===== config.mk =====
export PLATFORM = sky130hd
export DESIGN_NAME = signed_int_to_decimal_text
export DESIGN_NICKNAME = d
export VERILOG_FILES = /design/src/rtl/sidt_pkg.sv /design/src/rtl/sidt_front.sv /design/src/rtl/sidt_queue.sv /design/src/rtl/sidt_back.sv /design/src/rtl/signed_int_to_decimal_text.sv
export SDC_FILE = /design/constraint.sdc
export NUM_CORES = 2
export LEC_CHECK = 0
export CORE_UTILIZATION = 30
export DETAILED_ROUTE_END_ITERATION = 10
export DONT_BUFFER_PORTS = 1
export PLACE_DENSITY = 0.41
export SYNTH_ARGS = -nofsm -noshare
export SYNTH_HDL_FRONTEND = slang
export SYNTH_HIERARCHICAL = 1
export SYNTH_SLANG_ARGS = --single-unit

===== constraint.sdc =====
create_clock -name clock -period 14.6 [get_ports clock]
set_input_delay 2.19 -clock clock [delete_from_list [all_inputs] [get_ports clock]]
set_output_delay 2.19 -clock clock [all_outputs]
set_load 0.01 [all_outputs]

===== src/rtl/sidt_pkg.sv =====
// Shared types, codes and constant tables for the signed integer to decimal text block.
`default_nettype none

package sidt_pkg;

   localparam int unsigned VALUE_W             = 64;
   localparam int unsigned SPACE_W             = 13;
   localparam int unsigned CHAR_W              = 8;
   localparam int unsigned RADIX               = 10;
   // A 64-bit two's complement magnitude has at most 19 decimal digits.
   localparam int unsigned MAX_DIGITS          = 19;
   localparam int unsigned POS_W               = 5;
   localparam int unsigned LEN_W               = 5;
   localparam int unsigned MULTS               = RADIX - 1;
   localparam int unsigned QUEUE_DEPTH_DEFAULT = 2;

   localparam logic [CHAR_W-1:0] CHAR_ZERO  = 8'h30;
   localparam logic [CHAR_W-1:0] CHAR_MINUS = 8'h2D;

   typedef enum logic [1:0] {
      ST_OK      = 2'd0,
      ST_FAILED  = 2'd1,
      ST_NO_ROOM = 2'd2
   } status_type;

   typedef struct packed {
      logic signed [VALUE_W-1:0] value;
      logic                      writer_ok;
      logic [SPACE_W-1:0]        space_left;
   } req_word_type;

   typedef struct packed {
      logic [CHAR_W-1:0] char_code;
      status_type        status;
      logic              last;
   } rsp_word_type;

   // One classified value waiting for the digit generator.
   typedef struct packed {
      status_type         status;
      logic               neg;
      logic [POS_W-1:0]   top_pos;
      logic [VALUE_W-1:0] mag;
   } job_type;

   typedef logic [MULTS-1:0][VALUE_W-1:0]  mult_row_type;
   typedef mult_row_type [MAX_DIGITS-1:0] mult_table_type;

   // Row p holds 1*10^p through 9*10^p.
   function automatic mult_table_type build_mult_table();
      mult_table_type     t;
      logic [VALUE_W-1:0] p;
      p = 64'd1;
      for (int i = 0; i < MAX_DIGITS; i++) begin
         for (int k = 0; k < MULTS; k++) begin
            t[i][k] = p * VALUE_W'(k + 1);
         end
         p = p * VALUE_W'(RADIX);
      end
      return t;
   endfunction

   localparam mult_table_type MULT_TABLE = build_mult_table();

   function automatic mult_row_type row_for(input logic [POS_W-1:0] pos);
      mult_row_type r;
      r = '0;
      for (int i = 0; i < MAX_DIGITS; i++) begin
         if (pos == POS_W'(i)) begin
            r = MULT_TABLE[i];
         end
      end
      return r;
   endfunction

endpackage

`default_nettype wire


===== src/rtl/sidt_front.sv =====
// Front end: takes a value, forms its magnitude and classifies it for the digit generator.
`default_nettype none

module sidt_front import sidt_pkg::*; (
   input  wire logic         clock,
   input  wire logic         reset,
   input  wire logic         start,
   input  wire req_word_type req_word,
   output logic              busy,
   output logic              push_valid,
   output job_type           push_job,
   input  wire logic         push_ready
);

   logic               full_ff, full_in;
   logic               neg_ff, neg_in;
   logic               ok_ff, ok_in;
   logic [SPACE_W-1:0] space_ff, space_in;
   logic [VALUE_W-1:0] mag_ff, mag_in;

   logic [MAX_DIGITS-2:0] ge_vec;
   logic [LEN_W-1:0]      digits;
   logic [LEN_W-1:0]      total;
   logic                  accept;

   assign accept = start && !full_ff;

   always_comb begin
      full_in  = full_ff;
      neg_in   = neg_ff;
      ok_in    = ok_ff;
      space_in = space_ff;
      mag_in   = mag_ff;
      if (accept) begin
         full_in  = 1'b1;
         neg_in   = req_word.value[VALUE_W-1];
         ok_in    = req_word.writer_ok;
         space_in = req_word.space_left;
         mag_in   = req_word.value[VALUE_W-1] ? (~req_word.value + VALUE_W'(1))
                                               : req_word.value;
      end else if (push_ready && full_ff) begin
         full_in = 1'b0;
      end
   end

   always_ff @(posedge clock) begin
      if (reset) begin
         full_ff <= 1'b0;
      end else begin
         full_ff <= full_in;
      end
      neg_ff   <= neg_in;
      ok_ff    <= ok_in;
      space_ff <= space_in;
      mag_ff   <= mag_in;
   end

   // Each compare against a power of ten adds one digit; they are independent.
   always_comb begin
      for (int p = 1; p < MAX_DIGITS; p++) begin
         ge_vec[p-1] = (mag_ff >= MULT_TABLE[p][0]);
      end
   end

   assign digits = LEN_W'(1) + LEN_W'($countones(ge_vec));
   assign total  = digits + LEN_W'(neg_ff);

   always_comb begin
      push_job.neg     = neg_ff;
      push_job.top_pos = POS_W'(digits - LEN_W'(1));
      push_job.mag     = mag_ff;
      if (!ok_ff) begin
         push_job.status = ST_FAILED;
      end else if (space_ff < SPACE_W'(total)) begin
         push_job.status = ST_NO_ROOM;
      end else begin
         push_job.status = ST_OK;
      end
   end

   assign push_valid = full_ff;
   assign busy       = full_ff;

endmodule

`default_nettype wire


===== src/rtl/sidt_queue.sv =====
// Short job queue between the front end and the digit generator.
`default_nettype none

module sidt_queue import sidt_pkg::*; #(
   parameter int unsigned DEPTH = QUEUE_DEPTH_DEFAULT
) (
   input  wire logic    clock,
   input  wire logic    reset,
   input  wire logic    push_valid,
   input  wire job_type push_job,
   output logic         push_ready,
   output logic         pop_valid,
   output job_type      pop_job,
   input  wire logic    pop_ready
);

   localparam int unsigned PTR_W = (DEPTH > 1) ? $clog2(DEPTH) : 1;
   localparam int unsigned CNT_W = $clog2(DEPTH + 1);

   job_type            q_ff [DEPTH];
   logic [PTR_W-1:0]   wr_ptr_ff, wr_ptr_in;
   logic [PTR_W-1:0]   rd_ptr_ff, rd_ptr_in;
   logic [CNT_W-1:0]   count_ff, count_in;
   logic               do_push, do_pop;

   assign push_ready = (count_ff != CNT_W'(DEPTH));
   assign pop_valid  = (count_ff != CNT_W'(0));
   assign pop_job    = q_ff[rd_ptr_ff];
   assign do_push    = push_valid && push_ready;
   assign do_pop     = pop_ready && pop_valid;

   always_comb begin
      wr_ptr_in = wr_ptr_ff;
      rd_ptr_in = rd_ptr_ff;
      count_in  = count_ff;
      if (do_push) begin
         wr_ptr_in = (wr_ptr_ff == PTR_W'(DEPTH - 1)) ? PTR_W'(0) : wr_ptr_ff + PTR_W'(1);
      end
      if (do_pop) begin
         rd_ptr_in = (rd_ptr_ff == PTR_W'(DEPTH - 1)) ? PTR_W'(0) : rd_ptr_ff + PTR_W'(1);
      end
      if (do_push && !do_pop) begin
         count_in = count_ff + CNT_W'(1);
      end else if (do_pop && !do_push) begin
         count_in = count_ff - CNT_W'(1);
      end
   end

   always_ff @(posedge clock) begin
      if (reset) begin
         wr_ptr_ff <= '0;
         rd_ptr_ff <= '0;
         count_ff  <= '0;
      end else begin
         wr_ptr_ff <= wr_ptr_in;
         rd_ptr_ff <= rd_ptr_in;
         count_ff  <= count_in;
      end
   end

   always_ff @(posedge clock) begin
      if (do_push) begin
         q_ff[wr_ptr_ff] <= push_job;
      end
   end

endmodule

`default_nettype wire


===== src/rtl/sidt_back.sv =====
// Digit generator: emits the sign and one decimal digit per cycle, or a single status word.
`default_nettype none

module sidt_back import sidt_pkg::*; (
   input  wire logic    clock,
   input  wire logic    reset,
   input  wire logic    pop_valid,
   input  wire job_type pop_job,
   output logic         pop_ready,
   output logic         rsp_strobe,
   output rsp_word_type rsp_word
);

   typedef enum logic {
      B_IDLE,
      B_RUN
   } state_type;

   state_type          state_ff, state_in;
   logic               neg_ff, neg_in;
   logic [POS_W-1:0]   pos_ff, pos_in;
   logic [VALUE_W-1:0] mag_ff, mag_in;
   mult_row_type       row_ff, row_in;
   logic               strobe_ff, strobe_in;
   rsp_word_type       rsp_ff, rsp_in;

   logic [VALUE_W:0]   diff [MULTS];
   logic [MULTS-1:0]   ge;
   logic [VALUE_W-1:0] rem;
   logic [3:0]         digit;

   // The nine trial subtractions run side by side; the largest one without a borrow wins.
   always_comb begin
      rem = mag_ff;
      for (int k = 0; k < MULTS; k++) begin
         diff[k] = {1'b0, mag_ff} - {1'b0, row_ff[k]};
         ge[k]   = !diff[k][VALUE_W];
         if (ge[k]) begin
            rem = diff[k][VALUE_W-1:0];
         end
      end
   end

   assign digit     = 4'($countones(ge));
   assign pop_ready = (state_ff == B_IDLE);

   always_comb begin
      state_in  = state_ff;
      neg_in    = neg_ff;
      pos_in    = pos_ff;
      mag_in    = mag_ff;
      row_in    = row_ff;
      strobe_in = 1'b0;
      rsp_in    = rsp_ff;
      case (state_ff)
         B_IDLE: begin
            if (pop_valid) begin
               if (pop_job.status != ST_OK) begin
                  strobe_in        = 1'b1;
                  rsp_in.char_code = '0;
                  rsp_in.status    = pop_job.status;
                  rsp_in.last      = 1'b1;
               end else begin
                  state_in = B_RUN;
                  neg_in   = pop_job.neg;
                  pos_in   = pop_job.top_pos;
                  mag_in   = pop_job.mag;
                  row_in   = row_for(pop_job.top_pos);
               end
            end
         end
         B_RUN: begin
            strobe_in     = 1'b1;
            rsp_in.status = ST_OK;
            if (neg_ff) begin
               neg_in           = 1'b0;
               rsp_in.char_code = CHAR_MINUS;
               rsp_in.last      = 1'b0;
            end else begin
               rsp_in.char_code = CHAR_ZERO + CHAR_W'(digit);
               rsp_in.last      = (pos_ff == POS_W'(0));
               mag_in           = rem;
               if (pos_ff == POS_W'(0)) begin
                  state_in = B_IDLE;
               end else begin
                  pos_in = pos_ff - POS_W'(1);
                  row_in = row_for(pos_ff - POS_W'(1));
               end
            end
         end
         default: begin
            state_in = B_IDLE;
         end
      endcase
   end

   always_ff @(posedge clock) begin
      if (reset) begin
         state_ff  <= B_IDLE;
         strobe_ff <= 1'b0;
      end else begin
         state_ff  <= state_in;
         strobe_ff <= strobe_in;
      end
      neg_ff <= neg_in;
      pos_ff <= pos_in;
      mag_ff <= mag_in;
      row_ff <= row_in;
      rsp_ff <= rsp_in;
   end

   assign rsp_strobe = strobe_ff;
   assign rsp_word   = rsp_ff;

endmodule

`default_nettype wire


===== src/rtl/signed_int_to_decimal_text.sv =====
// Top level of the signed 64-bit integer to decimal ASCII text converter.
`default_nettype none

//  Channel   Ports                      Direction  Handshake
//  request   start, busy, req_word      in         word taken when start is high, busy low
//  response  rsp_strobe, rsp_word       out        word valid for the single strobe cycle
//
// The front end registers a taken word, classifies it from that register and hands
// the job to a short queue; it stays busy until the queue takes the job, so it
// takes no new word while it still holds one.
// The digit generator takes a job from the queue while idle and then emits one
// character per cycle (sign first, then digits from the most significant), at most
// 20 characters for a printed value. A status word is registered straight from the
// cycle that takes its job, and the generator stays idle for the next job.
// That one-character-per-cycle loop sets the sustained rate for printed values.
// Reset is synchronous and clears the control state; there is no clearing pass.
// The receiver cannot stall: every response word is taken in its strobe cycle.

module signed_int_to_decimal_text import sidt_pkg::*; #(
   parameter int unsigned QUEUE_DEPTH = QUEUE_DEPTH_DEFAULT
) (
   input  wire logic         clock,
   input  wire logic         reset,
   input  wire logic         start,
   input  wire req_word_type req_word,
   output logic              busy,
   output logic              rsp_strobe,
   output rsp_word_type      rsp_word
);

   // Front end to queue.
   logic    front_push_valid;
   job_type front_job;
   logic    q_push_ready;

   // Queue to digit generator.
   logic    q_pop_valid;
   job_type q_job;
   logic    back_pop_ready;

   // The front end forms the magnitude in unsigned arithmetic, so the most negative
   // value needs no special handling, counts its digits and checks writer and room.
   sidt_front u_front (
      .clock      (clock),
      .reset      (reset),
      .start      (start),
      .req_word   (req_word),
      .busy       (busy),
      .push_valid (front_push_valid),
      .push_job   (front_job),
      .push_ready (q_push_ready)
   );

   sidt_queue #(
      .DEPTH (QUEUE_DEPTH)
   ) u_queue (
      .clock      (clock),
      .reset      (reset),
      .push_valid (front_push_valid),
      .push_job   (front_job),
      .push_ready (q_push_ready),
      .pop_valid  (q_pop_valid),
      .pop_job    (q_job),
      .pop_ready  (back_pop_ready)
   );

   // The digit generator strips one decimal digit per cycle against a table of
   // multiples of the current power of ten.
   sidt_back u_back (
      .clock      (clock),
      .reset      (reset),
      .pop_valid  (q_pop_valid),
      .pop_job    (q_job),
      .pop_ready  (back_pop_ready),
      .rsp_strobe (rsp_strobe),
      .rsp_word   (rsp_word)
   );

   // A taken word makes the front end busy while the word is classified.
   a_busy_after_take : assert property (@(posedge clock) disable iff (reset)
      start && !busy |=> busy)
      else $error("front end not busy after taking a word");

   // A full queue holds the classified job in the front end.
   a_hold_when_full : assert property (@(posedge clock) disable iff (reset)
      front_push_valid && !q_push_ready |=> busy && $stable(front_job))
      else $error("classified job lost while the queue was full");

   // A status word stands alone and carries no character.
   a_status_alone : assert property (@(posedge clock) disable iff (reset)
      rsp_strobe && rsp_word.status != ST_OK |-> rsp_word.last && rsp_word.char_code == '0)
      else $error("status word not final or carries a character");

   // The characters of one value leave in consecutive cycles.
   a_text_unbroken : assert property (@(posedge clock) disable iff (reset)
      rsp_strobe && rsp_word.status == ST_OK && !rsp_word.last |=> rsp_strobe)
      else $error("gap inside the text of one value");

endmodule

`default_nettype wire


**Word-level counts from Yosys, hierarchy flattened**

Memory sizes are Yosys's and may differ from the RTL's. A register that Yosys moved wholly into a read port is not among the register bits.
Cells that the tools add are included.

- RAM bits: 144
- Register bits: 743
- Memories: 1
- Word-level logic and storage cells: 253

- Bitwise gates (word level): 2
- Muxes and demuxes: 90
- $lt $le $gt $ge: 19
- Add/sub/neg operators: 44
- Equality and inequality tests: 43
- Reduce and logical (&&, ||, !) cells: 28

Memory list:

| memory | depth | width | rd ports | clocked after memory_dff | wr ports | line | source |
|---|---|---|---|---|---|---|---|
| u_queue.q_ff | 2 | 72 | 1 | 1 | 1 | sidt_queue.sv:20 | `job_type q_ff [DEPTH];` |

Operators by type and width:

| cell | count |
|---|---|
| 576-bit two-way mux | 4 |
| 576-bit one-hot mux with 2 select lines | 1 |
| 575-bit two-way mux | 2 |
| 572-bit two-way mux | 2 |
| 569-bit two-way mux | 2 |
| 565-bit two-way mux | 2 |
| 562-bit two-way mux | 2 |
| 559-bit two-way mux | 2 |
| 556-bit two-way mux | 2 |
| 552-bit two-way mux | 2 |
| 549-bit two-way mux | 2 |
| 546-bit two-way mux | 2 |
| 542-bit two-way mux | 2 |
| 539-bit two-way mux | 2 |
| 536-bit two-way mux | 2 |
| 532-bit two-way mux | 2 |
| 529-bit two-way mux | 2 |
| 526-bit two-way mux | 2 |
| 522-bit two-way mux | 2 |
| 519-bit two-way mux | 2 |
| 516-bit two-way mux | 2 |
| 64-bit two-way mux | 12 |
| 64-bit by 64-bit subtractor with 65-bit output | 9 |
| 64-bit one-hot mux with 2 select lines | 1 |
| 56 further kinds | 161 |

**Depth between registers and ports, before layout**

- Depth after elaboration: 24
- Depth in mapped cells: 25
- Depth with buffers taken out: 23

**Cells and area by module**

The synthesis kept the hierarchy.

By module, submodules not included:

| module | times used | area each (µm²) | cells an instance |
|---|---|---|---|
| sidt_back | 1 | 50,736.2 | 7,135 |
| sidt_front | 1 | 6,409.9 | 685 |
| sidt_queue | 1 | 5,402.7 | 248 |

**Worst setup path before layout**

No wires, ideal clock.

- Path type: register -> register
- Start point: register u_back.state_ff
- End point: register u_back.pos_ff[0] (enable)
- Period minus slack after synthesis: 13,070 ps
- Arrival: 12,174 ps
- Library setup time: 896 ps
- Buffers on the path: 2
- Stages on the path, launching flop included: 5
- Required time: 13,704 ps
- Path slack: 1,530 ps
- Path through: dfxtp_1 clkbuf_1 clkbuf_1 nand2_1 o22ai_1

- Cells in the longest elaborated chain, start to end: 3
- Elaborated cells between the ends (all ways): 6
- Those cells by class: eq/ne: 4; bitwise: 1; reduce/logical: 1

RTL lines:

| what | line | source |
|---|---|---|
| start, declared | sidt_back.sv:19 | `state_type state_ff, state_in;` |
| start signal, assigned | sidt_back.sv:102 | `state_ff <= state_in;` |
| 1-bit inverter | sidt_back.sv:55 | `case (state_ff)` |
| 2-bit inequality test (no source line) / 2-bit by 1-bit inequality test with 1-bit output (equally long branches) | n/a |  |
| 4-bit AND reduction (no source line) (*) | n/a |  |
| end signal, assigned | sidt_back.sv:106 | `pos_ff <= pos_in;` |
| end, declared | sidt_back.sv:21 | `logic [POS_W-1:0] pos_ff, pos_in;` |

Every way passes the cells marked *; elsewhere a longest branch is shown, timed or not.
A chain may end at the register's enable or synchronous reset.

**Worst setup path after layout**

- Start point: register u_back/row_ff[0] (netlist name)
- End point: register u_back.rsp_ff (netlist bit u_back/rsp_word[4]) (data pin)

- Cells in the longest elaborated chain, start to end: 9

RTL lines:

| what | line | source |
|---|---|---|
| start, declared | sidt_back.sv:23 | `mult_row_type row_ff, row_in;` |
| start signal, assigned | sidt_back.sv:108 | `row_ff <= row_in;` |
| 64-bit by 64-bit subtractor with 65-bit output | sidt_back.sv:36 | `diff[k] = {1'b0, mag_ff} - {1'b0, row_ff[k]};` |
| 1-bit zero test | sidt_back.sv:37 | `ge[k] = !diff[k][VALUE_W];` |
| 1-bit by 1-bit adder with 2-bit output (not written as such) | sidt_back.sv:44 | `assign digit = 4'($countones(ge));` |
| 4-bit adder (not written as such) (2 in series) | sidt_back.sv:44 |  |
| 4-bit by 1-bit adder with 4-bit output (not written as such) | sidt_back.sv:44 |  |
| 6-bit by 4-bit adder with 7-bit output | sidt_back.sv:80 | `rsp_in.char_code = CHAR_ZERO + CHAR_W'(digit);` |
| 8-bit two-way mux | sidt_back.sv:75 | `if (neg_ff) begin` |
| 11-bit one-hot mux with 2 select lines | sidt_back.sv:55 |  |
| end signal, assigned | sidt_back.sv:109 | `rsp_ff <= rsp_in;` |
| end, declared | sidt_back.sv:25 | `rsp_word_type rsp_ff, rsp_in;` |

No other way between the ends.

==> summary.md <==
| Metric | Value |
|---|---|
| Status | `finished, violations left` |
| Failing checks | `max-capacitance violations, max-slew violations` |
| Seq/Total Area, Yosys | `0.255` |
| Yosys top cell area share | `0.252` |
| Initial antenna violation count | `25` |
| Grt ovf | `0` |
| Clk Latency, worst-skew pair | `~740 ps` |
| Port Buffers | `0` |
| Power Density | `~230 nW/um2` |
| Crit path capture type | `flip-flop` |
| Hpwl dp | `322 mm` |
| Number of synthesized flops with an enable pin | `around 530` |
| Worst Tran Pin Value | `between 1500 and 2000 ps` |
| # fillers | `22377` |
| PostCTS Resize Cnt | `0` |
| Multiplexer share of the synthesized area | `0.0146` |
| Post-route design area | `68300 um2` |
| Clock Sinks | `533` |
| Multi-input logic area | `43200 um2` |
| Relative slew slack | `-0.0171` |
| Top Ports | `94` |
| GPL Wtd Cong | `1.02` |
| Synth unique cells | `121` |
| Die Height | `between 400 and 500 um` |
| # setup viols final | `0` |
| Yosys warns | `6` |
| Post-synth top flop | `edfxtp_1` |
| Largest net degree at the start of global routing | `just over 90` |
| Drt drc | `0` |
| Crit share post-route | `0.575` |
| Nets | `8487` |
| Unrepaired setup endpoints after global routing | `no` |
| Die X | `459 um` |
| Post-Syn Area | `62500 um2` |
| Reg2reg setup slack | `6200 ps` |
| Synth Area in Compound Gates | `0.296` |
| Asr flop ratio synth | `0` |
| Maximum vdd drop | `between 0.1 and 0.15 mV` |
| Antenna Violating Nets Remaining | `0` |
| Adder-Cell Fraction of Synth Area | `0.103` |
| Vias | `68276` |
| Final wirelength | `395 mm` |
| H-tree depth | `3` |
| All-Layer GR Usage | `0.361` |
| Crit Path Max Fanout | `7` |
| Synth Area in Simple Gates | `0.195` |
| TritonCTS clock tree | `built` |
| Max Slew Vio Count | `2` |
| Row cnt | `167` |
| Synthesis-stage register bit count | `~530` |
| Largest family of logic cells by synthesized area | `compound AO/OA/AOI/OAI gates` |
| WL per Instance | `roughly 37 um` |
| Nature of the critical path startpoint | `flip-flop` |
| DR iter-0 viols | `8202` |
| Cts hold-fix bufs | `0` |
| Maxcap violations | `1` |
| Post-CTS Setup Inserts | `0` |
| Dominant cell by count in the synthesized netlist | `a21oi_1` |
| Vias/cell | `6.35` |
| Layout area overhead | `9.18%` |
| Final setup TNS | `0 ps` |
| Core Box Area | `roughly 210000 um2` |
| Syn_area_per_cell | `roughly 7.8 um2` |
| Peak Freq | `119 MHz` |
| Worst min path class | `flip-flop to flip-flop` |
| Reg area | `around 16000 um2` |
| Vias in the first global route | `64666` |
| Static leakage | `0.0256 uW` |
| Critical Path RT | `between 15000 and 20000 ps` |
| First-pass GRT wire length | `530 mm` |
| Top post-synthesis cells by count | `879 x a21oi_1, 763 x nand2_1, 688 x o21ai_0, 666 x nor2_1, 525 x edfxtp_1` |
| Worst Skew | `51.8 ps` |
| Xor and xnor fraction of the mapped netlist area | `0.0788` |
| Final hold vios | `0` |
| CTS buffer count | `70` |
| Initial Utilization | `0.302` |
| Clk slew on worst S/H paths | `60 ps` |
| Pre-Repair DR Iteration Count | `8` |
| CP Data Arrival Time | `8830 ps` |
| Cell taking the most area after synthesis | `edfxtp_1` |
| Kind of critical path | `flip-flop to flip-flop` |
| Crit path time final | `8400 ps` |
| Clock buffer depth | `3` |
| Largest cells by area after synthesis | `edfxtp_1 25%, ha_1 9.6%, a21oi_1 7.0%` |
| Die area | `210000 um2` |
| Post-DP Area | `66000 um2` |
| Layout cells sized above 1 | `0.0705` |
| Root Buffer | `clkbuf_16` |
| Post-Syn Instances | `8068` |
## per-stage QoR
stage          utilization  total power [uW]  instances  setup slack [ps]  hold WS (ps)
2_1_floorplan            -              9410       8069              1530           439
3_3_place_gp         0.319             13900      10620              6510           489
3_5_place_dp         0.319             13800      10620              6430           492
4_1_cts              0.330             15600      10747              6390           502
5_1_grt              0.330             16600      10748              6000           513
6_report             0.330             16000      10760              6200           503
## power breakdown
part           switching (uW)  internal, uW  total, uW
registers                 323          2140       2460
logic                    8240          3540      11800
clock network             795           956       1750
## final timing paths
| kind | startpoint | endpoint | depth (start not counted) |
|---|---|---|---|
| min reg2reg | u_front/mag_ff[0] | u_queue/q_ff[1][0] | 0 |
| max reg2reg | u_back/row_ff[0] | u_back/rsp_word[4] | 21 |
| min | u_front/mag_ff[0] | u_queue/q_ff[1][0] | 0 |
| max | u_back/row_ff[0] | u_back/rsp_word[4] | 21 |
## registers in the layout (all words and copies together), names as in the netlist, 2 cells and up, named ones only
| signal | flops |
|---|---|
| u_back/row_ff | 223 |
| u_back/mag_ff | 64 |
| u_front/space_ff | 13 |
| u_back/rsp_word | 9 |
| u_queue/count_ff | 2 |
| u_queue/q_ff | 144 |
| u_back/pos_ff | 5 |
| u_front/mag_ff | 64 |
## metal layers
layer	vias up	track usage	part of all wire
met5	-	0	0.00016
met3	588	0.0646	0.088
met4	10	0.142	0.047
met1	34176	0.498	0.44
li1	29863	-	-
met2	3639	0.555	0.43
## layout make-up
cell class / instances / area share
multi-input cells: 6631 / 0.632
flip-flops and latches: 533 / 0.233
well taps: 2788 / 0.0511
clock buffers: 85 / 0.0271
repair buffers: 231 / 0.0259
inverters: 437 / 0.0241
clock inverters: 42 / 0.00584
diodes: 13 / 0.000476
## worst max-delay path: stages (launching register included)
cell and delay, ps:
edfxtp_1 410, ha_1 250, inv_1 100, fa_1 520, a211oi_1 770, o21ai_0 280, a211oi_1 610, nand2_1 170
nand4_1 330, o21ai_0 520, a2111oi_0 510, nand2b_1 250, and3_1 370, inv_1 110, fa_1 540, inv_1 150
fa_1 540, fa_1 530, fa_1 460, inv_1 100, fa_1 400, and3_1 200
## logic make-up (layout without fill, tap and decap cells)
logic type,Yosys count,after routing
muxes,82,82
adders and majority gates,502,502
buffers and inverters,905,795
DFF,533,533
and+or+nand+nor,2548,2548
other,1,15
xor gates and xnor gates,563,563
AOI/OAI and AO/OA,2934,2934
## layout by cell type, fill, tap and decap left out, types with 141 or more instances in the layout
cell type  netlist  final
nand3_1        237    237
nand4_1        141    141
xnor2_1        358    358
inv_1          430    426
xor2_1         205    205
nor3_1         194    193
a211oi_1       142    141
buf_4            8    228
edfxtp_1       525    525
o21ai_0        688    686
a21o_1         189    189
nand2_1        763    762
ha_1           479    479
nor2_1         666    651
a21oi_1        879    879
(Power assumes the default switching activity.)
